<file path="config.mk">
export PLATFORM = sky130hd
export DESIGN_NAME = bmhq_ram
export DESIGN_NICKNAME = d
export VERILOG_FILES = /design/src/sv/binary_min_heap_queue_top_assert.svh /design/src/sv/bmhq_ram.sv
export SDC_FILE = /design/constraint.sdc
export NUM_CORES = 1
export LEC_CHECK = 0
export ABC_AREA = 0
export BUFFER_PORTS_ARGS = -buffer_cell sky130_fd_sc_hd__buf_4
export CORE_ASPECT_RATIO = 0.9
export CORE_MARGIN = 10
export CORE_UTILIZATION = 35
export DETAILED_ROUTE_END_ITERATION = 6
export HOLD_SLACK_MARGIN = 0.08
export PLACE_DENSITY_LB_ADDON = 0.25
export SETUP_SLACK_MARGIN = 0.2
export SLEW_MARGIN = 10
export SYNTH_ARGS = -nofsm -noshare
export SYNTH_HDL_FRONTEND = slang
export SYNTH_SLANG_ARGS = --single-unit
export TNS_END_PERCENT = 5
</file>
<file path="constraint.sdc">
create_clock -name clk_i -period 1.8 [get_ports clk_i]
set_clock_uncertainty 0.1 [all_clocks]
set_input_delay 0.09 -clock clk_i [delete_from_list [all_inputs] [get_ports clk_i]]
set_output_delay 0.09 -clock clk_i [all_outputs]
set_load 0.02 [all_outputs]
</file>
<file path="src/sv/binary_min_heap_queue_top_assert.svh">
// Assertion macros for the heap queue.
`ifndef BINARY_MIN_HEAP_QUEUE_TOP_ASSERT_SVH
`define BINARY_MIN_HEAP_QUEUE_TOP_ASSERT_SVH

// Same-cycle implication, checked outside reset.
`define BMHQ_ASSERT_IMP(lbl, clk, rstn, ante, cons) \
  lbl: assert property (@(posedge clk) disable iff (!rstn) (ante) |-> (cons)) \
    else $error("heap queue assertion failed");

// Next-cycle implication, checked outside reset.
`define BMHQ_ASSERT_NXT(lbl, clk, rstn, ante, cons) \
  lbl: assert property (@(posedge clk) disable iff (!rstn) (ante) |=> (cons)) \
    else $error("heap queue assertion failed");

`endif

</file>
<file path="src/sv/bmhq_ram.sv">
`timescale 1ns / 1ps
`default_nettype none

// Single-port-write, single-port-read RAM with a registered read.
module bmhq_ram #(
  parameter int Width = 8,
  parameter int Depth = 16,
  localparam int AW   = (Depth > 1) ? $clog2(Depth) : 1
) (
  input  wire logic             clk_i,
  input  wire logic             we_i,
  input  wire logic [AW-1:0]    waddr_i,
  input  wire logic [Width-1:0] wdata_i,
  input  wire logic             re_i,
  input  wire logic [AW-1:0]    raddr_i,
  output logic      [Width-1:0] rdata_o
);

  logic [Width-1:0] mem_q [Depth];

  always_ff @(posedge clk_i) begin
    if (we_i) begin
      mem_q[waddr_i] <= wdata_i;
    end
    if (re_i) begin
      rdata_o <= mem_q[raddr_i];
    end
  end

endmodule

`default_nettype wire

</file>
Yosys cells after proc, flatten, opt, wreduce, memory -nomap -nowiden
Memories as Yosys holds them, arrays and structs flattened. A register that Yosys moved wholly into a read port is not among the register bits.
Cells that the tools add are included.
- multiplexer cells: 2
- operators by type and width (operator ; count):
    $mux W1 ; 2
- flip-flop bits (word level): 0
- RAM bits: 128
- output and inout port bits: 8
- word-level logic and storage cells: 3
- memories: 1
- memories (memory ; words ; width ; rd ports ; clocked after memory_dff ; wr ports ; line ; source):
    mem_q ; 16 ; 8 ; 1 ; 1 ; 1 ; bmhq_ram.sv:19 ; logic [Width-1:0] mem_q [Depth];

Logic depth before layout (Yosys ltp)
- depth after elaboration: 2
- mapped depth: 5

Worst setup path before layout
OpenSTA, ideal clock, no wires.
- kind: input to register
- from: in waddr_i[2]
- to: mem mem_q[0][0], enable pin
- library setup time: 0.383 ns
- arrival time: 1.200 ns
- slack: 0.117 ns
- cell stages on the path: 2
- cell sequence: or3b_2 > nor3_1
- RTL lines (what ; line ; source):
    from (decl) ; bmhq_ram.sv:12 ; input wire logic [AW-1:0] waddr_i,
    to (decl) ; bmhq_ram.sv:19 ;
Straight into the memory's write port.

==> results_dict.tcl <==
set metrics [dict create \
    pwr-share-seq 0.466 \
    status "finished clean" \
    wl_per_cell_um 22.1 \
    synthFlopType "edfxtp_1" \
    ios 27 \
    synth_top_area_frac 0.781 \
    drv_slew 0 \
    min_from "waddr_i[0]" \
    grt_pass1_wl_um 17100 \
    rr_worst_depth 3 \
    die-area_um2 20200 \
    total_power_mw 7.71 \
    max-cap-violations 0 \
    rr_startpoint "mem_q[9][4]$_DFFE_PP_" \
    nFillCells 1234 \
    relSlewSlack 0.698 \
    post-cts-setup-buffers 0 \
    grt.overflow.total 0 \
    drt_iter0_drc 200 \
    reg2reg_setup_slack_ns 0.21 \
    antenna_cells 0 \
    netlist_top_cells_count "136 x edfxtp_1, 18 x mux4_2, 16 x a22oi_1, 14 x mux4_1, 13 x nor2_1" \
    synth_enable_flop_cells 136 \
    cts.htree.levels 4 \
    die_h_um 136 \
    cts_root_buffer "clkbuf_16" \
    ant_nets 0 \
    hold_depth 3 \
    ys_types 18 \
    clk_pin_slew_worst_paths_ns 0.06 \
    setup.worst_path.class "reg2reg" \
    yosysWarnings 0 \
    nNetsFinal 315 \
    stdcell_area_um2 6570 \
    synth_most_common_cell "edfxtp_1" \
    end_kind "flip-flop" \
    dpl-instance-area_um2 5820 \
    drcViolationCount 0 \
    die_x_um 149 \
    worst_pin_slew_ns 0.453 \
    drive_above_1_share 0.334 \
    p_sw_frac 0.195 \
    cts_sinks 136 \
    dr_total_vias 2531 \
    required_ns 1.84 \
    synth_seq_cells 136 \
    min_period_ns 1.59 \
    switchingPower_mw 1.50 \
    synthTopCellsByArea "edfxtp_1 78%, mux4_2 7.8%, mux4_1 7.0%" \
    pwr_density_cell_nw_per_um2 1170 \
    synth_cells 229 \
    track_usage 0.120 \
    avgViaCountPerCell 5.00 \
    hold_class "in2reg" \
    rows 42 \
    p_comb_frac 0.053 \
    ys_seq_area_frac 0.781 \
    numPortBuffers 26 \
    fin_crit_sh 0.882 \
    power_frac_clock 0.481 \
    area_growth_pct 25.7 \
    syn_area_per_cell_um2 22.8 \
    fin_setup_tns_ns 0 \
    fmaxAchievable_mhz 630 \
    grt_max_degree 17 \
    leakagePower_nw 2.22 \
    synthesis.nets 248 \
    arrival_ns 1.63 \
    setup_viol 0 \
    hpwl_um 7340 \
    min_to "mem_q[0][2]$_DFFE_PP_" \
    crit_fanout 1 \
    wl_um 11200 \
    hold_viol_final 0 \
    reg2reg_to "rdata_o[4]$_DFFE_PP_" \
    worstSkewPairLatency_ns 0.42 \
    internal_power_mw 6.21 \
    ir_drop_mv 0.685 \
    core_area_um2 14700 \
    start_util 0.357 \
    first_pass_iters 4 \
    cts_tree "done" \
    start_kind "flip-flop" \
    numCtsBuffers 17 \
    yosysTopAreaCell "edfxtp_1" \
    grt_pass1_vias 2709 \
    syn_area_um2 5230 \
    rsz0062_at_grt "yes" \
    cts_buffer_depth 2 \
    async_reset_ff_frac 0 \
    routabilityCongestion 0.739 \
    antenna_found_initial 1 \
]
==> worst max-delay path: stages (launching register included) <==
cell,delay (ns)
edfxtp_1,0.34
mux4_1,0.50
a22oi_1,0.23
nand2_1,0.14
==> layout by cell type (no fill, tap or decap) <==
master         Yosys  final
nand2b_1           2      2
nor2_1            13     13
clkinv_4           0      3
a22oi_2            0      4
clkbuf_16          0     17
and2_1             1      1
or3b_2             1      1
nand2_1            9      8
nor2b_1            1      1
mux4_2            18     18
buf_12             0      5
clkinv_2           0      2
nand3b_1           2      2
bufinv_16          0      5
and2b_1            1      1
mux4_1            14     14
nand2_2            0      1
a22oi_1           16     12
nor3_1             4      3
edfxtp_1         136    136
nor3_2             0      1
clkinvlp_4         0      2
buf_4              1     44
dlygate4sd3_1      0      9
clkbuf_1           0      2
nand3_1            1      1
==> per-layer routing <==
layer / up-vias / routed length, um / GRT usage
met4: 2 / 78 / 0.0490
met1: 1321 / 5050 / 0.160
met3: 9 / 790 / 0.0449
met2: 85 / 5240 / 0.173
met5: - / 7 / 0
li1: 1114 / - / -
==> flip-flops by register name, summed over array words and instances, names as in the netlist <==
name and count:
mem_q 128, rdata_o 8
==> stage by stage <==
stage	std cells	setup WS, ns	util	hold WS (ns)
floorplan	229	0.328	-	0.0889
global placement	466	0.102	0.397	0.298
detailed placement	466	0.0854	0.397	0.303
CTS	506	0.195	0.447	0.0857
global route	506	0.168	0.448	0.0863
finish	506	0.212	0.448	0.0994
==> cell type report <==
class / count / area [um^2] / share of cell area
clock buffers: 19 / 433 / 0.0659
clock inverters: 12 / 201 / 0.0307
flip-flops and latches: 136 / 4080 / 0.621
repair buffers: 58 / 520 / 0.0792
multi-input cells: 83 / 1080 / 0.165
well taps: 198 / 248 / 0.0377
==> power groups by stage <==
stage	Clock, mW	Sequential [mW]	Combinational [mW]
after floorplan	0	3.67	0.180
after CTS	3.78	3.59	0.413
final	3.71	3.59	0.408
after global routing	3.94	3.59	0.443
after global placement	0	3.66	0.388
after detailed placement	0	3.66	0.394
==> repair_timing <==
action / 4_1_cts / 5_1_grt
resized for setup: 1 / 4
endpoints found under the setup margin: 2 / 5
pin swaps: 0 / 1
hold endpoints to repair: 136 / 0
cloned: 0 / 0
hold buffers: 9 / 0
==> kinds of logic after synthesis <==
logic type | count (synthesis) | share of synthesized area
multiplexers | 32 | 0.148
flip-flops | 136 | 0.781
buffers and inverters | 10 | 0.0165
AO/OA/AOI/OAI | 16 | 0.0230
AND/OR/NAND/NOR | 35 | 0.0314
==> worst max-delay path by stage <==
| stage | from | endpoint | slack [ns] | cells after the start |
|---|---|---|---|---|
| after floorplan | raddr_i[0] | rdata_o[1]$_DFFE_PP_ | 0.33 | 5 |
| after detailed placement | raddr_i[0] | rdata_o[0]$_DFFE_PP_ | 0.09 | 5 |
| after global placement | raddr_i[0] | rdata_o[0]$_DFFE_PP_ | 0.10 | 5 |
| final | mem_q[9][4]$_DFFE_PP_ | rdata_o[4]$_DFFE_PP_ | 0.21 | 3 |
| after global routing | mem_q[9][3]$_DFFE_PP_ | rdata_o[3]$_DFFE_PP_ | 0.17 | 3 |
| after CTS | mem_q[8][2]$_DFFE_PP_ | rdata_o[2]$_DFFE_PP_ | 0.19 | 3 |
(Power assumes the default switching activity.)
