<file path="src/sv/binary_min_heap_queue_top_assert.svh">
// Assertion macros for the heap queue.
`ifndef BINARY_MIN_HEAP_QUEUE_TOP_ASSERT_SVH
`define BINARY_MIN_HEAP_QUEUE_TOP_ASSERT_SVH

// Same-cycle implication, checked outside reset.
`define BMHQ_ASSERT_IMP(lbl, clk, rstn, ante, cons) \
  lbl: assert property (@(posedge clk) disable iff (!rstn) (ante) |-> (cons)) \
    else $error("heap queue assertion failed");

// Next-cycle implication, checked outside reset.
`define BMHQ_ASSERT_NXT(lbl, clk, rstn, ante, cons) \
  lbl: assert property (@(posedge clk) disable iff (!rstn) (ante) |=> (cons)) \
    else $error("heap queue assertion failed");

`endif

</file>
<file path="src/sv/bmhq_pkg.sv">
`timescale 1ns / 1ps
`default_nettype none

package bmhq_pkg;

  localparam int CapacityDef = 256;
  localparam int TagBitsDef  = 16;

  localparam int KEY_W    = 31;
  localparam int TAG_IO_W = 16;
  localparam int ACT_W    = 3;
  localparam int POS_W    = 8;
  localparam int STAT_W   = 3;
  localparam int CNT_IO_W = 9;

  typedef enum logic [ACT_W-1:0] {
    ACT_INSERT   = 3'd0,
    ACT_EXTRACT  = 3'd1,
    ACT_PEEK     = 3'd2,
    ACT_DECREASE = 3'd3,
    ACT_DELETE   = 3'd4
  } action_e;

  typedef enum logic [STAT_W-1:0] {
    ST_OK     = 3'd0,
    ST_EMPTY  = 3'd1,
    ST_FULL   = 3'd2,
    ST_BADPOS = 3'd3,
    ST_RAISED = 3'd4
  } status_e;

endpackage

`default_nettype wire

</file>
<file path="src/sv/bmhq_ctrl.sv">
`timescale 1ns / 1ps
`default_nettype none

// Heap sequencer: runs each action as a series of RAM reads and writes,
// moving a hole through the tree instead of swapping entries.
module bmhq_ctrl #(
  parameter int Capacity = bmhq_pkg::CapacityDef,
  parameter int TagBits  = bmhq_pkg::TagBitsDef,
  localparam int IDX_W   = $clog2(Capacity),
  localparam int CNT_W   = $clog2(Capacity + 1),
  localparam int ENT_W   = bmhq_pkg::KEY_W + TagBits
) (
  input  wire logic                          clk_i,
  input  wire logic                          rst_ni,
  input  wire logic                          in_valid_i,
  output logic                               in_ready_o,
  input  wire logic [bmhq_pkg::ACT_W-1:0]    action_i,
  input  wire logic [bmhq_pkg::KEY_W-1:0]    key_in_i,
  input  wire logic [bmhq_pkg::TAG_IO_W-1:0] tag_in_i,
  input  wire logic [bmhq_pkg::POS_W-1:0]    position_i,
  output logic                               out_valid_o,
  input  wire logic                          out_ready_i,
  output logic [bmhq_pkg::KEY_W-1:0]         key_out_o,
  output logic [bmhq_pkg::TAG_IO_W-1:0]      tag_out_o,
  output logic [bmhq_pkg::STAT_W-1:0]        status_o,
  output logic [bmhq_pkg::CNT_IO_W-1:0]      entry_count_o,
  output logic                               mem_we_o,
  output logic [IDX_W-1:0]                   mem_waddr_o,
  output logic [ENT_W-1:0]                   mem_wdata_o,
  output logic                               mem_re_o,
  output logic [IDX_W-1:0]                   mem_raddr_o,
  input  wire logic [ENT_W-1:0]              mem_rdata_i
);

  localparam int KW   = bmhq_pkg::KEY_W;
  localparam int LR_W = IDX_W + 2;
  localparam int PC_W = (CNT_W > bmhq_pkg::POS_W) ? CNT_W : bmhq_pkg::POS_W;

  typedef enum logic [3:0] {
    S_IDLE, S_RD0, S_UP_ISSUE, S_UP_CMP, S_LAST,
    S_DN_ISSUE_L, S_DN_ISSUE_R, S_DN_CMP, S_FIN, S_DONE
  } state_e;

  state_e                  state_q, state_d;
  bmhq_pkg::action_e       op_q, op_d;
  logic [CNT_W-1:0]        cnt_q, cnt_d;
  logic [IDX_W-1:0]        idx_q, idx_d;
  logic [KW-1:0]           ek_q, ek_d, lk_q, lk_d, res_key_q, res_key_d;
  logic [TagBits-1:0]      et_q, et_d, lt_q, lt_d, res_tag_q, res_tag_d;
  logic                    force_q, force_d, rhave_q, rhave_d;
  bmhq_pkg::status_e       res_st_q, res_st_d;
  logic                    out_valid_q, out_valid_d;
  logic [KW-1:0]           out_key_q, out_key_d;
  logic [TagBits-1:0]      out_tag_q, out_tag_d;
  bmhq_pkg::status_e       out_st_q, out_st_d;
  logic [CNT_W-1:0]        out_cnt_q, out_cnt_d;
  logic [KW-1:0]           in_key_q, in_key_d;

  logic [KW-1:0]           rd_key;
  logic [TagBits-1:0]      rd_tag;
  logic [IDX_W-1:0]        parent;
  logic [LR_W-1:0]         lidx, ridx, cnt_ext;
  logic [PC_W-1:0]         pos_ext;
  logic [CNT_W-1:0]        cnt_dec;

  assign rd_key  = mem_rdata_i[ENT_W-1:TagBits];
  assign rd_tag  = mem_rdata_i[TagBits-1:0];
  assign parent  = IDX_W'((idx_q - 1'b1) >> 1);
  assign lidx    = {1'b0, idx_q, 1'b1};
  assign ridx    = lidx + 1'b1;
  assign cnt_ext = LR_W'(cnt_q);
  assign pos_ext = PC_W'(position_i);
  assign cnt_dec = cnt_q - 1'b1;

  always_comb begin
    state_d     = state_q;
    op_d        = op_q;
    cnt_d       = cnt_q;
    idx_d       = idx_q;
    ek_d        = ek_q;
    et_d        = et_q;
    lk_d        = lk_q;
    lt_d        = lt_q;
    force_d     = force_q;
    rhave_d     = rhave_q;
    res_key_d   = res_key_q;
    res_tag_d   = res_tag_q;
    res_st_d    = res_st_q;
    in_key_d    = in_key_q;
    out_valid_d = out_valid_q & ~out_ready_i;
    out_key_d   = out_key_q;
    out_tag_d   = out_tag_q;
    out_st_d    = out_st_q;
    out_cnt_d   = out_cnt_q;
    mem_we_o    = 1'b0;
    mem_waddr_o = idx_q;
    mem_wdata_o = {ek_q, et_q};
    mem_re_o    = 1'b0;
    mem_raddr_o = '0;
    in_ready_o  = (state_q == S_IDLE);

    case (state_q)
      S_IDLE: begin
        if (in_valid_i) begin
          op_d      = bmhq_pkg::action_e'(action_i);
          in_key_d  = key_in_i;
          force_d   = 1'b0;
          res_key_d = '0;
          res_tag_d = '0;
          res_st_d  = bmhq_pkg::ST_OK;
          state_d   = S_DONE;
          case (action_i)
            bmhq_pkg::ACT_INSERT: begin
              if (cnt_q == CNT_W'(Capacity)) begin
                res_st_d = bmhq_pkg::ST_FULL;
              end else begin
                ek_d      = key_in_i;
                et_d      = TagBits'(tag_in_i);
                res_key_d = key_in_i;
                res_tag_d = TagBits'(tag_in_i);
                idx_d     = cnt_q[IDX_W-1:0];
                cnt_d     = cnt_q + 1'b1;
                state_d   = S_UP_ISSUE;
              end
            end
            bmhq_pkg::ACT_EXTRACT, bmhq_pkg::ACT_PEEK: begin
              if (cnt_q == '0) begin
                res_st_d = bmhq_pkg::ST_EMPTY;
              end else begin
                mem_re_o = 1'b1;
                state_d  = S_RD0;
              end
            end
            bmhq_pkg::ACT_DECREASE, bmhq_pkg::ACT_DELETE: begin
              if (cnt_q == '0) begin
                res_st_d = bmhq_pkg::ST_EMPTY;
              end else if (pos_ext >= PC_W'(cnt_q)) begin
                res_st_d = bmhq_pkg::ST_BADPOS;
              end else begin
                mem_re_o    = 1'b1;
                mem_raddr_o = pos_ext[IDX_W-1:0];
                idx_d       = pos_ext[IDX_W-1:0];
                state_d     = S_RD0;
              end
            end
            default: begin
            end
          endcase
        end
      end
      S_RD0: begin
        res_key_d = rd_key;
        res_tag_d = rd_tag;
        state_d   = S_DONE;
        case (op_q)
          bmhq_pkg::ACT_EXTRACT: begin
            cnt_d = cnt_dec;
            if (cnt_dec != '0) begin
              mem_re_o    = 1'b1;
              mem_raddr_o = cnt_dec[IDX_W-1:0];
              state_d     = S_LAST;
            end
          end
          bmhq_pkg::ACT_DECREASE: begin
            if (in_key_q > rd_key) begin
              res_key_d = '0;
              res_tag_d = '0;
              res_st_d  = bmhq_pkg::ST_RAISED;
            end else begin
              res_key_d = in_key_q;
              ek_d      = in_key_q;
              et_d      = rd_tag;
              state_d   = S_UP_ISSUE;
            end
          end
          bmhq_pkg::ACT_DELETE: begin
            force_d = 1'b1;
            state_d = S_UP_ISSUE;
          end
          default: begin
          end
        endcase
      end
      S_UP_ISSUE: begin
        if (idx_q == '0) begin
          if (force_q) begin
            // Deleted entry sits at the root now; remove it like an extract.
            cnt_d   = cnt_dec;
            state_d = S_DONE;
            if (cnt_dec != '0) begin
              mem_re_o    = 1'b1;
              mem_raddr_o = cnt_dec[IDX_W-1:0];
              state_d     = S_LAST;
            end
          end else begin
            state_d = S_FIN;
          end
        end else begin
          mem_re_o    = 1'b1;
          mem_raddr_o = parent;
          state_d     = S_UP_CMP;
        end
      end
      S_UP_CMP: begin
        if (force_q || (ek_q < rd_key)) begin
          mem_we_o    = 1'b1;
          mem_wdata_o = mem_rdata_i;
          idx_d       = parent;
          state_d     = S_UP_ISSUE;
        end else begin
          state_d = S_FIN;
        end
      end
      S_LAST: begin
        ek_d    = rd_key;
        et_d    = rd_tag;
        idx_d   = '0;
        state_d = S_DN_ISSUE_L;
      end
      S_DN_ISSUE_L: begin
        if (lidx >= cnt_ext) begin
          state_d = S_FIN;
        end else begin
          mem_re_o    = 1'b1;
          mem_raddr_o = lidx[IDX_W-1:0];
          state_d     = S_DN_ISSUE_R;
        end
      end
      S_DN_ISSUE_R: begin
        lk_d    = rd_key;
        lt_d    = rd_tag;
        rhave_d = (ridx < cnt_ext);
        if (ridx < cnt_ext) begin
          mem_re_o    = 1'b1;
          mem_raddr_o = ridx[IDX_W-1:0];
        end
        state_d = S_DN_CMP;
      end
      S_DN_CMP: begin
        if (rhave_q) begin
          if ((ek_q <= lk_q) && (ek_q <= rd_key)) begin
            state_d = S_FIN;
          end else if (lk_q < rd_key) begin
            mem_we_o    = 1'b1;
            mem_wdata_o = {lk_q, lt_q};
            idx_d       = lidx[IDX_W-1:0];
            state_d     = S_DN_ISSUE_L;
          end else begin
            mem_we_o    = 1'b1;
            mem_wdata_o = mem_rdata_i;
            idx_d       = ridx[IDX_W-1:0];
            state_d     = S_DN_ISSUE_L;
          end
        end else if (ek_q <= lk_q) begin
          state_d = S_FIN;
        end else begin
          mem_we_o    = 1'b1;
          mem_wdata_o = {lk_q, lt_q};
          idx_d       = lidx[IDX_W-1:0];
          state_d     = S_DN_ISSUE_L;
        end
      end
      S_FIN: begin
        mem_we_o = 1'b1;
        state_d  = S_DONE;
      end
      S_DONE: begin
        if (!out_valid_q || out_ready_i) begin
          out_valid_d = 1'b1;
          out_key_d   = res_key_q;
          out_tag_d   = res_tag_q;
          out_st_d    = res_st_q;
          out_cnt_d   = cnt_q;
          state_d     = S_IDLE;
        end
      end
      default: begin
        state_d = S_IDLE;
      end
    endcase
  end

  always_ff @(posedge clk_i or negedge rst_ni) begin
    if (!rst_ni) begin
      state_q     <= S_IDLE;
      cnt_q       <= '0;
      out_valid_q <= 1'b0;
    end else begin
      state_q     <= state_d;
      cnt_q       <= cnt_d;
      out_valid_q <= out_valid_d;
    end
  end

  always_ff @(posedge clk_i) begin
    op_q      <= op_d;
    idx_q     <= idx_d;
    ek_q      <= ek_d;
    et_q      <= et_d;
    lk_q      <= lk_d;
    lt_q      <= lt_d;
    force_q   <= force_d;
    rhave_q   <= rhave_d;
    res_key_q <= res_key_d;
    res_tag_q <= res_tag_d;
    res_st_q  <= res_st_d;
    in_key_q  <= in_key_d;
    out_key_q <= out_key_d;
    out_tag_q <= out_tag_d;
    out_st_q  <= out_st_d;
    out_cnt_q <= out_cnt_d;
  end

  assign out_valid_o   = out_valid_q;
  assign key_out_o     = out_key_q;
  assign tag_out_o     = bmhq_pkg::TAG_IO_W'(out_tag_q);
  assign status_o      = out_st_q;
  assign entry_count_o = bmhq_pkg::CNT_IO_W'(out_cnt_q);

endmodule

`default_nettype wire

</file>
<file path="config.mk">
export PLATFORM = sky130hd
export DESIGN_NAME = bmhq_ctrl
export DESIGN_NICKNAME = d
export VERILOG_FILES = /design/src/sv/binary_min_heap_queue_top_assert.svh /design/src/sv/bmhq_pkg.sv /design/src/sv/bmhq_ctrl.sv
export SDC_FILE = /design/constraint.sdc
export NUM_CORES = 1
export LEC_CHECK = 0
export BUFFER_PORTS_ARGS = -buffer_cell sky130_fd_sc_hd__buf_2
export CAP_MARGIN = 30
export CORE_ASPECT_RATIO = 1.2
export CORE_MARGIN = 2
export CORE_UTILIZATION = 64
export CTS_BUF_LIST = sky130_fd_sc_hd__clkbuf_4 sky130_fd_sc_hd__clkbuf_8
export DETAILED_ROUTE_END_ITERATION = 7
export PLACE_DENSITY = 0.87
export SYNTH_ARGS = -nofsm -noshare
export SYNTH_HDL_FRONTEND = slang
export SYNTH_SLANG_ARGS = --single-unit
</file>
<file path="constraint.sdc">
create_clock -name clk_i -period 13.45 [get_ports clk_i]
set_input_delay 2.69 -clock clk_i [delete_from_list [all_inputs] [get_ports clk_i]]
set_output_delay 2.69 -clock clk_i [all_outputs]
set_load 0.01 [all_outputs]
</file>
* Word level (Yosys, flattened, before mapping)
Cells that the tools add are included.
** Word-level totals
- Bits in registers :: 261
- Bits of input ports :: 109
- Output and inout port bits :: 126
- Word-level logic and storage cells :: 200
** Cells by class
- Add/sub/neg operators :: 4
- Order comparisons :: 8
- Equal/unequal tests :: 35
- Mux-type cells :: 108
- Bitwise gates (word level) :: 2
- Reductions and logical operators :: 24
** Operators with widths (count)
- $mux 31 :: 10
- $mux 47 :: 5
- $mux 16 :: 10
- $mux 8 :: 19
- $pmux 47 s2 :: 1
- $pmux 31 s3 :: 1
- $le 31x31->1 :: 2
- $lt 31x31->1 :: 2
- $pmux 31 s2 :: 1
- $mux 4 :: 15
- $mux 9 :: 6
- $pmux 16 s3 :: 1
- $pmux 4 s10 :: 1
- $pmux 8 s5 :: 1
- $pmux 16 s2 :: 1
- $pmux 8 s4 :: 1
- $gt 31x31->1 :: 1
- $pmux 9 s3 :: 1
- $pmux 4 s3 :: 2
- $mux 1 :: 19
- $ne 2x2->1 const B :: 9
- $eq 4x3->1 const B :: 4
- $pmux 8 s2 :: 1
- $ne 3x3->1 const B :: 5
- 43 further kinds :: 62

* Depth between registers and ports, before layout
Gate-level depths: netlist (run 1).
- Depth after elaboration :: 6
- Gate-level depth with buffers :: 14
- Gate-level depth less buffers :: 11

* Worst setup path before layout (run 1)
Ideal clock, no wire load.
- Kind :: input to output
- From :: input mem_rdata_i[20]
- To :: output mem_wdata_o[17]
- Arrival :: 4.895 ns
- Data required time :: 10.760 ns
- Path slack :: 5.865 ns
- Stages :: 13
- Buffers on the path :: 2
- Cell sequence :: inv_1 > ha_1 > a211oi_1 > nor2_1 > o31a_1 > o41a_1 > o21ai_1 > a21oi_1 > buf_4 > buf_6 > o211ai_1 > a31oi_1 > o221ai_1
** On the way
- Cells in the longest elaborated chain, start to end :: 5
- Elaborated cells on any way between the ends :: 10
- Classes of those cells :: order compare (3); mux (5); reduce/logical (2)
** RTL lines
- from (decl) :: line bmhq_ctrl.sv:32 : input wire logic [ENT_W-1:0] mem_rdata_i
- $lt 31x31->1 / $le 31x31->1 (equally long branches) :: line bmhq_ctrl.sv:243, bmhq_ctrl.sv:241
- $mux 47 / $logic_and 1x1->1 (equally long branches) :: line bmhq_ctrl.sv:243, bmhq_ctrl.sv:241
- $mux 47 :: line bmhq_ctrl.sv:241 : if ((ek_q <= lk_q) && (ek_q <= rd_key)) begin
- $mux 47 :: line bmhq_ctrl.sv:240 : if (rhave_q) begin
- $pmux 47 s2 (*) :: line bmhq_ctrl.sv:102 : case (state_q)
- to (decl) :: line bmhq_ctrl.sv:29 : output logic [ENT_W-1:0] mem_wdata_o,
Mark *: on every way between the ends. The rest lies on a longest branch, timed or not.

* Worst setup path after layout (run 1)
- From :: input mem_rdata_i[46]
- To :: output mem_wdata_o[35]
Same word-level chain as after synthesis.

==> summary.txt, run 1 <==
Status
  • Outcome: complete, no violations

STA
  • Worst Slack Setup Final: 4.378 ns
  • Final min period: 9.072 ns
  • Final Slew Violations: 0
  • Slew HR: 31.44%
  • Final TNS setup: 0 ns
  • RSZ-0062 raised after global routing: false
  • Setup violations, final: 0
  • Highest Clock Rate: 110.2 MHz
  • Tcrit/Tclk final: 67.45%
  • Final Skew: 0.02390 ns
  • Hold Fails Final Rpt: 0
  • Worst slew pin tran: 1.028 ns

Logic synthesis
  • Post-synth EDFFs: 247
  • Count of state elements after synthesis: 261
  • Cell taking the most area after synthesis: edfxtp_1
  • Post-synth top area share: 43.26%
  • Yosys warning count: 0
  • Mean Syn Cell Area: 9.563 µm²
  • Syn Nets: 2054
  • Synthesized instance count: 1793
  • Synth Flop Type: edfxtp_1
  • Netlist cell types: 71
  • Sequential share of the synthesized area: 45.30%
  • Synthesized cell area: 0.01715 mm²
  • Ys async rst share: 5.364%
  • Top post-synthesis cells by area: edfxtp_1 43%, ha_1 11%, nand2_1 7.4%, a31oi_1 3.7%, o221ai_1 2.8%

Critical path
  • CP top delay family: compound AO/OA/AOI/OAI gates
  • Critical path class: in -> out
  • Slowest cell delay on critical path: 0.60 ns
  • Crit-path cells: buf_2, inv_1, ha_1, nand4_1, nor4_1, o41a_1, o21bai_1, o21ai_4, buf_4, a31oi_1, o221ai_1, buf_2
  • Crit path top cell by count: buf_2
  • CP max FO: 27
  • Req. time, crit path: 10.76 ns
  • Crit path arrival time: 6.38 ns
  • Slowest cell on crit path: o21ai_4
  • Startpoint Class: input port
  • Critical Path End Type: primary output
  • Bufs and invs on worst path: 4

Global route
  • First-pass GRT wire length: 83.89 mm
  • Grt ovf: 0
  • Largest net degree at the start of global routing: 92
  • Vias in the first global route: 15920
  • Initial antenna violation count: 5
  • Total Routing Usage GR: 37.51%

Clocking
  • Hold Buf Count CTS: 0
  • H-tree levels: 2
  • CTS tree: done
  • Worst-skew pair later-pin latency: 0.56 ns
  • TritonCTS Sinks: 261
  • Total setup buffers inserted after CTS: 0
  • Post-CTS sizing: 0
  • Num CTS Buffers: 43
  • Clk slew on worst S/H paths: 0.06 ns
  • Maximum clock insertion buffer count: 3
  • Root Driver: clkbuf_8

Drt
  • Routed via count: 15840
  • Vias per cell: 6.700
  • Antenna viol nets, final: 0
  • DRT Pass-1 Iters: 7
  • Drt first-iter violations: 1791
  • DRC errors left: 0
  • WL/cell: 22.84 µm
  • Routed WL: 53.99 mm

Power and ir drop
  • Pwr Total: 3638 µW
  • Pwr/cell area: 186.5 mW/mm²
  • Maximum vdd ir drop: 0.1145 mV
  • Pleak: 0.008228 µW

Placement
  • Pre-CTS setup slack: 4.530 ns
  • Final HPWL DP: 36.96 mm
  • I/O Buffers: 234
  • Placed cell count: 2281
  • Gpl congestion: 0.9585

Floorplanning
  • Die X: 153.4 µm
  • Die Y-Extent: 183.3 µm
  • Starting Density: 65.07%
  • Die ar.: 0.02812 mm²
  • Core box area: 0.02635 mm²
  • Top-Level Pins: 235
  • Floorplan row count: 65

Min path
  • Min-Delay Path Class: reg -> reg

Final layout
  • Area delta synth->final: 13.78%
  • Post-layout nets: 2252
  • Final std cells w/o fill: 2364
  • Layout cells sized above 1: 18.07%
  • Most common cell after layout, fill and taps aside: nand2_1
  • Commonest non-fill, non-tap cells in the layout: 336 x nand2_1, 247 x edfxtp_1, 234 x buf_2

Job
  • Max cap viols: 0
-- worst paths after layout --
kind | end | startpoint | slack, ns | cells after the start
max in group asynchronous | out_valid_o$_DFF_PN0_ | rst_ni | 11.11 | 1
min reg2reg | key_out_o[20]$_DFFE_PP_ | res_key_q[20]$_DFFE_PP_ | 0.42 | 0
min in group asynchronous | state_q[1]$_DFFE_PN0P_ | rst_ni | 2.06 | 1
max | mem_wdata_o[35] | mem_rdata_i[46] | 4.38 | 12
max reg2reg | mem_waddr_o[3]$_DFFE_PP_ | state_q[3]$_DFFE_PN0P_ | 9.35 | 7
min | key_out_o[20]$_DFFE_PP_ | res_key_q[20]$_DFFE_PP_ | 0.42 | 0
-- per-layer routing --
metal	part of all wire (%)	up-vias	track usage (%)
met5	0.030	-	0
met1	35	7416	44.10
li1	-	7114	-
met2	50	1068	65.23
met4	5.8	2	22.53
met3	9.1	239	5.600
-- sequential cells by signal (all words and copies together) (netlist names), 16 cells and up --
name,cells
res_tag_q,16
in_key_q,31
tag_out_o,16
res_key_q,31
lk_q,31
key_out_o,31
lt_q,16
ek_q,31
et_q,16
-- Yosys cell counts (27+ instances only) --
cell	count
nand2_1	338
o221ai_1	55
nand3_1	29
inv_1	127
edfxtp_1	247
a21oi_1	94
a22oi_1	31
a31oi_1	102
xnor2_1	27
ha_1	152
o21ai_0	76
nor3_1	41
clkbuf_1	73
o211ai_1	61
nor2_1	80
-- layout make-up --
cell class | count | area, µm²
diodes | 4 | 10.01
clock buffers | 51 | 664.4
clock inverters | 28 | 259.0
fillers | 1897 | 6840
inverters | 131 | 491.7
multi-input cells | 1299 | 8542
flip-flops and latches | 261 | 7767
well taps | 335 | 419.2
repair buffers | 255 | 1356
-- per-stage QoR --
step	hold slack [ns]	util [%]	instance area, µm²
after floorplan	0.4003	-	17150
after global placement	0.4017	70.34	18530
after detailed placement	0.4052	70.50	18580
after CTS	0.4156	74.00	19500
after global routing	0.4192	74.03	19510
final	0.4164	74.04	19510
-- cells by family after synthesis --
group / Yosys count / share of synthesized area (%)
AOI/OAI and AO/OA: 512 / 19.95
xor gates and xnor gates: 32 / 1.635
adders and majority gates: 152 / 11.09
buffers and inverters: 233 / 5.422
DFF: 261 / 45.30
muxes: 35 / 2.160
and+or+nand+nor: 568 / 14.44
-- report_power, final --
part	switching, µW	internal [µW]
sequential	168	1220
clock	337	426
combinational	982	500
(Power assumes the default switching activity.)
==> inputs of run 2 (changes only) <==
- CORE_UTILIZATION: 64 -> 55
- PLACE_DENSITY: 0.87 -> 0.8
- clock period: 13.45 -> 7.7 ns (I/O delays scaled with it)
==> run 2 against run 1 <==
Critical endpoint is now mem_wdata_o[9]. Sequential share of layout area hardly changed. Critical path depth is 2 higher. Utilization is 10 points lower. Sequential power is 74% higher. Clock power is 59% higher. Highest routed layer unchanged. Cell count is 2.7% higher. Hold slack worse by 0.0060 ns. Total power is 70% higher. Largest cell class unchanged. Flip-flop and latch count stayed put. Die area is 16% higher. Combinational power is 72% higher.
==> summary.txt, run 2 (synthesized netlist as in run 1, its figures left out) <==
Floorplanning
  • Die ar.: 0.03261 mm² (was 0.02812 mm²)
  • Core box area: 0.03057 mm² (was 0.02635 mm²)
  • Floorplan row count: 70 (was 65)
  • Starting Density: 56.09% (was 65.07%)
  • Top-Level Pins: 235 (unchanged)
  • Die Y-Extent: 197.4 µm (was 183.3 µm)
  • Die X: 165.2 µm (was 153.4 µm)

Drt
  • Routed via count: 15480 (was 15840)
  • Antenna viol nets, final: 0 (unchanged)
  • WL/cell: 21.93 µm (was 22.84 µm)
  • Routed WL: 53.25 mm (was 53.99 mm)
  • Vias per cell: 6.375 (was 6.700)
  • Drt first-iter violations: 1446 (was 1791)
  • DRT Pass-1 Iters: 6 (was 7)
  • DRC errors left: 0 (unchanged)

Global route
  • Initial antenna violation count: 3 (was 5)
  • Total Routing Usage GR: 32.53% (was 37.51%)
  • Vias in the first global route: 15420 (was 15920)
  • Largest net degree at the start of global routing: 97 (was 92)
  • Grt ovf: 0 (unchanged)
  • First-pass GRT wire length: 82.08 mm (was 83.89 mm)

Critical path
  • CP max FO: 20 (was 27)
  • Critical path class: in -> out (unchanged)
  • Req. time, crit path: 6.16 ns (was 10.76 ns)
  • Crit path arrival time: 5.17 ns (was 6.38 ns)
  • Slowest cell delay on critical path: 0.64 ns (was 0.60 ns)
  • Bufs and invs on worst path: 5 (was 4)
  • CP top delay family: compound AO/OA/AOI/OAI gates (unchanged)
  • Slowest cell on crit path: a21oi_4 (was o21ai_4)
  • Crit-path cells: buf_2, inv_1, ha_1, nand4_1, nor4_1, o41a_1, o21ai_1, a21oi_4, buf_4, buf_4, nand2_1, a31oi_1, o221ai_1, buf_2 (was buf_2, inv_1, ha_1, nand4_1, nor4_1, o41a_1, o21bai_1, o21ai_4, buf_4, a31oi_1, o221ai_1, buf_2)
  • Startpoint Class: input port (unchanged)
  • Critical Path End Type: primary output (unchanged)

Power and ir drop
  • Pwr/cell area: 317.2 mW/mm² (was 186.5 mW/mm²)
  • Maximum vdd ir drop: 0.2148 mV (was 0.1145 mV)
  • Pleak: 0.008211 µW (was 0.008228 µW)

STA
  • Slew HR: 25.56% (was 31.44%)
  • Final min period: 6.708 ns
  • Final TNS setup: 0 ns (unchanged)
  • Final Slew Violations: 0 (unchanged)
  • Worst slew pin tran: 1.113 ns (was 1.028 ns)
  • Hold Fails Final Rpt: 0 (unchanged)
  • RSZ-0062 raised after global routing: false (unchanged)
  • Final Skew: 0.03571 ns (was 0.02390 ns)
  • Setup violations, final: 0 (unchanged)
  • Tcrit/Tclk final: 87.12%
  • Highest Clock Rate: 149.1 MHz

Clocking
  • Maximum clock insertion buffer count: 3 (unchanged)
  • CTS tree: done (unchanged)
  • Num CTS Buffers: 43 (unchanged)
  • Clk slew on worst S/H paths: 0.07 ns (was 0.06 ns)
  • Worst-skew pair later-pin latency: 0.60 ns (was 0.56 ns)
  • Root Driver: clkbuf_8 (unchanged)
  • Total setup buffers inserted after CTS: 0 (unchanged)
  • TritonCTS Sinks: 261 (unchanged)
  • H-tree levels: 2 (unchanged)
  • Post-CTS sizing: 0 (unchanged)
  • Hold Buf Count CTS: 0 (unchanged)

Placement
  • Placed cell count: 2348 (was 2281)
  • I/O Buffers: 234 (unchanged)
  • Gpl congestion: 0.9338 (was 0.9585)
  • Final HPWL DP: 36.82 mm (was 36.96 mm)

Final layout
  • Layout cells sized above 1: 18.42% (was 18.07%)
  • Commonest non-fill, non-tap cells in the layout: 336 x nand2_1, 247 x edfxtp_1, 234 x buf_2 (unchanged)
  • Post-layout nets: 2258 (was 2252)
  • Final std cells w/o fill: 2428 (was 2364)
  • Area delta synth->final: 13.83% (was 13.78%)
  • Most common cell after layout, fill and taps aside: nand2_1 (unchanged)
  • Fillers: 2491 (was 1897)

Job
  • Max cap viols: 0 (unchanged)

Status
  • Outcome: complete, no violations (unchanged)

Min path
  • Min-Delay Path Class: reg -> reg (unchanged)
-- run 2: cell types whose count changed in the layout (fill, tap and decap cells not counted), sizes merged --
cell,before,now
clkinv,24,20
clkbuf,51,55
diode,4,2
clkdlybuf4s18,0,1
inv,129,132
bufinv,5,1
buf,255,260
-- run 2: report_power, final --
group / switching [µW] / internal, µW
clock: 593 / 621
sequential: 285 / 2140
combinational: 1680 / 877
total: 2550 / 3640
-- run 2: per-layer routing --
metal,vias up,wire [µm],GRT usage (%)
met5,-,25,0
met4,4,2059,15.04
met3,170,4507,5.417
met2,816,26430,55.97
met1,7356,20230,39.73
li1,7132,-,-
-- run 2: final timing paths --
check                                       start                endpoint  slack, ns  cells past startpoint
setup reg to reg           in_key_q[22]$_DFFE_PP_       ek_q[7]$_DFFE_PP_       2.98                     10
min in group asynchronous                  rst_ni    cnt_q[0]$_DFFE_PN0P_       0.85                      1
setup / recovery                  mem_rdata_i[45]          mem_wdata_o[9]       0.99                     14
hold / removal             res_key_q[8]$_DFFE_PP_  key_out_o[8]$_DFFE_PP_       0.41                      0
hold reg to reg            res_key_q[8]$_DFFE_PP_  key_out_o[8]$_DFFE_PP_       0.41                      0
max in group asynchronous                  rst_ni  state_q[2]$_DFFE_PN0P_       6.54                      1
-- run 2: worst reg2reg max path, stage by stage, from the launching register on --
cell and delay [ns]:
edfxtp_1 0.43, ha_1 0.33, nand2_1 0.10, nor4_1 0.75, nand2_1 0.25, nor3_1 0.42, mux2i_1 0.21, nand2_1 0.11
buf_4 0.44, a311o_2 0.81, buf_4 0.51
-- run 2: area by class of cell --
class	count	area [µm²]	share of cell area [%]
flip-flops and latches	261	7767	39.80
inverters	131	491.7	2.519
clock buffers	55	681.9	3.494
diodes	2	5.005	0.02564
well taps	396	495.5	2.539
clock inverters	23	143.9	0.7372
repair buffers	261	1389	7.116
multi-input cells	1299	8543	43.77
-- run 2: per-stage QoR --
stage	setup slack, ns	utilization, %	power (µW)	hold WS (ns)	area, µm²
2_1_floorplan	2.385	-	4044	0.4003	17150
3_3_place_gp	1.230	61.08	4871	0.4007	18670
3_5_place_dp	1.045	61.13	4951	0.4045	18690
4_1_cts	1.034	63.84	6170	0.4113	19510
5_1_grt	0.7800	63.84	6536	0.4116	19510
6_report	0.9916	63.85	6190	0.4104	19520
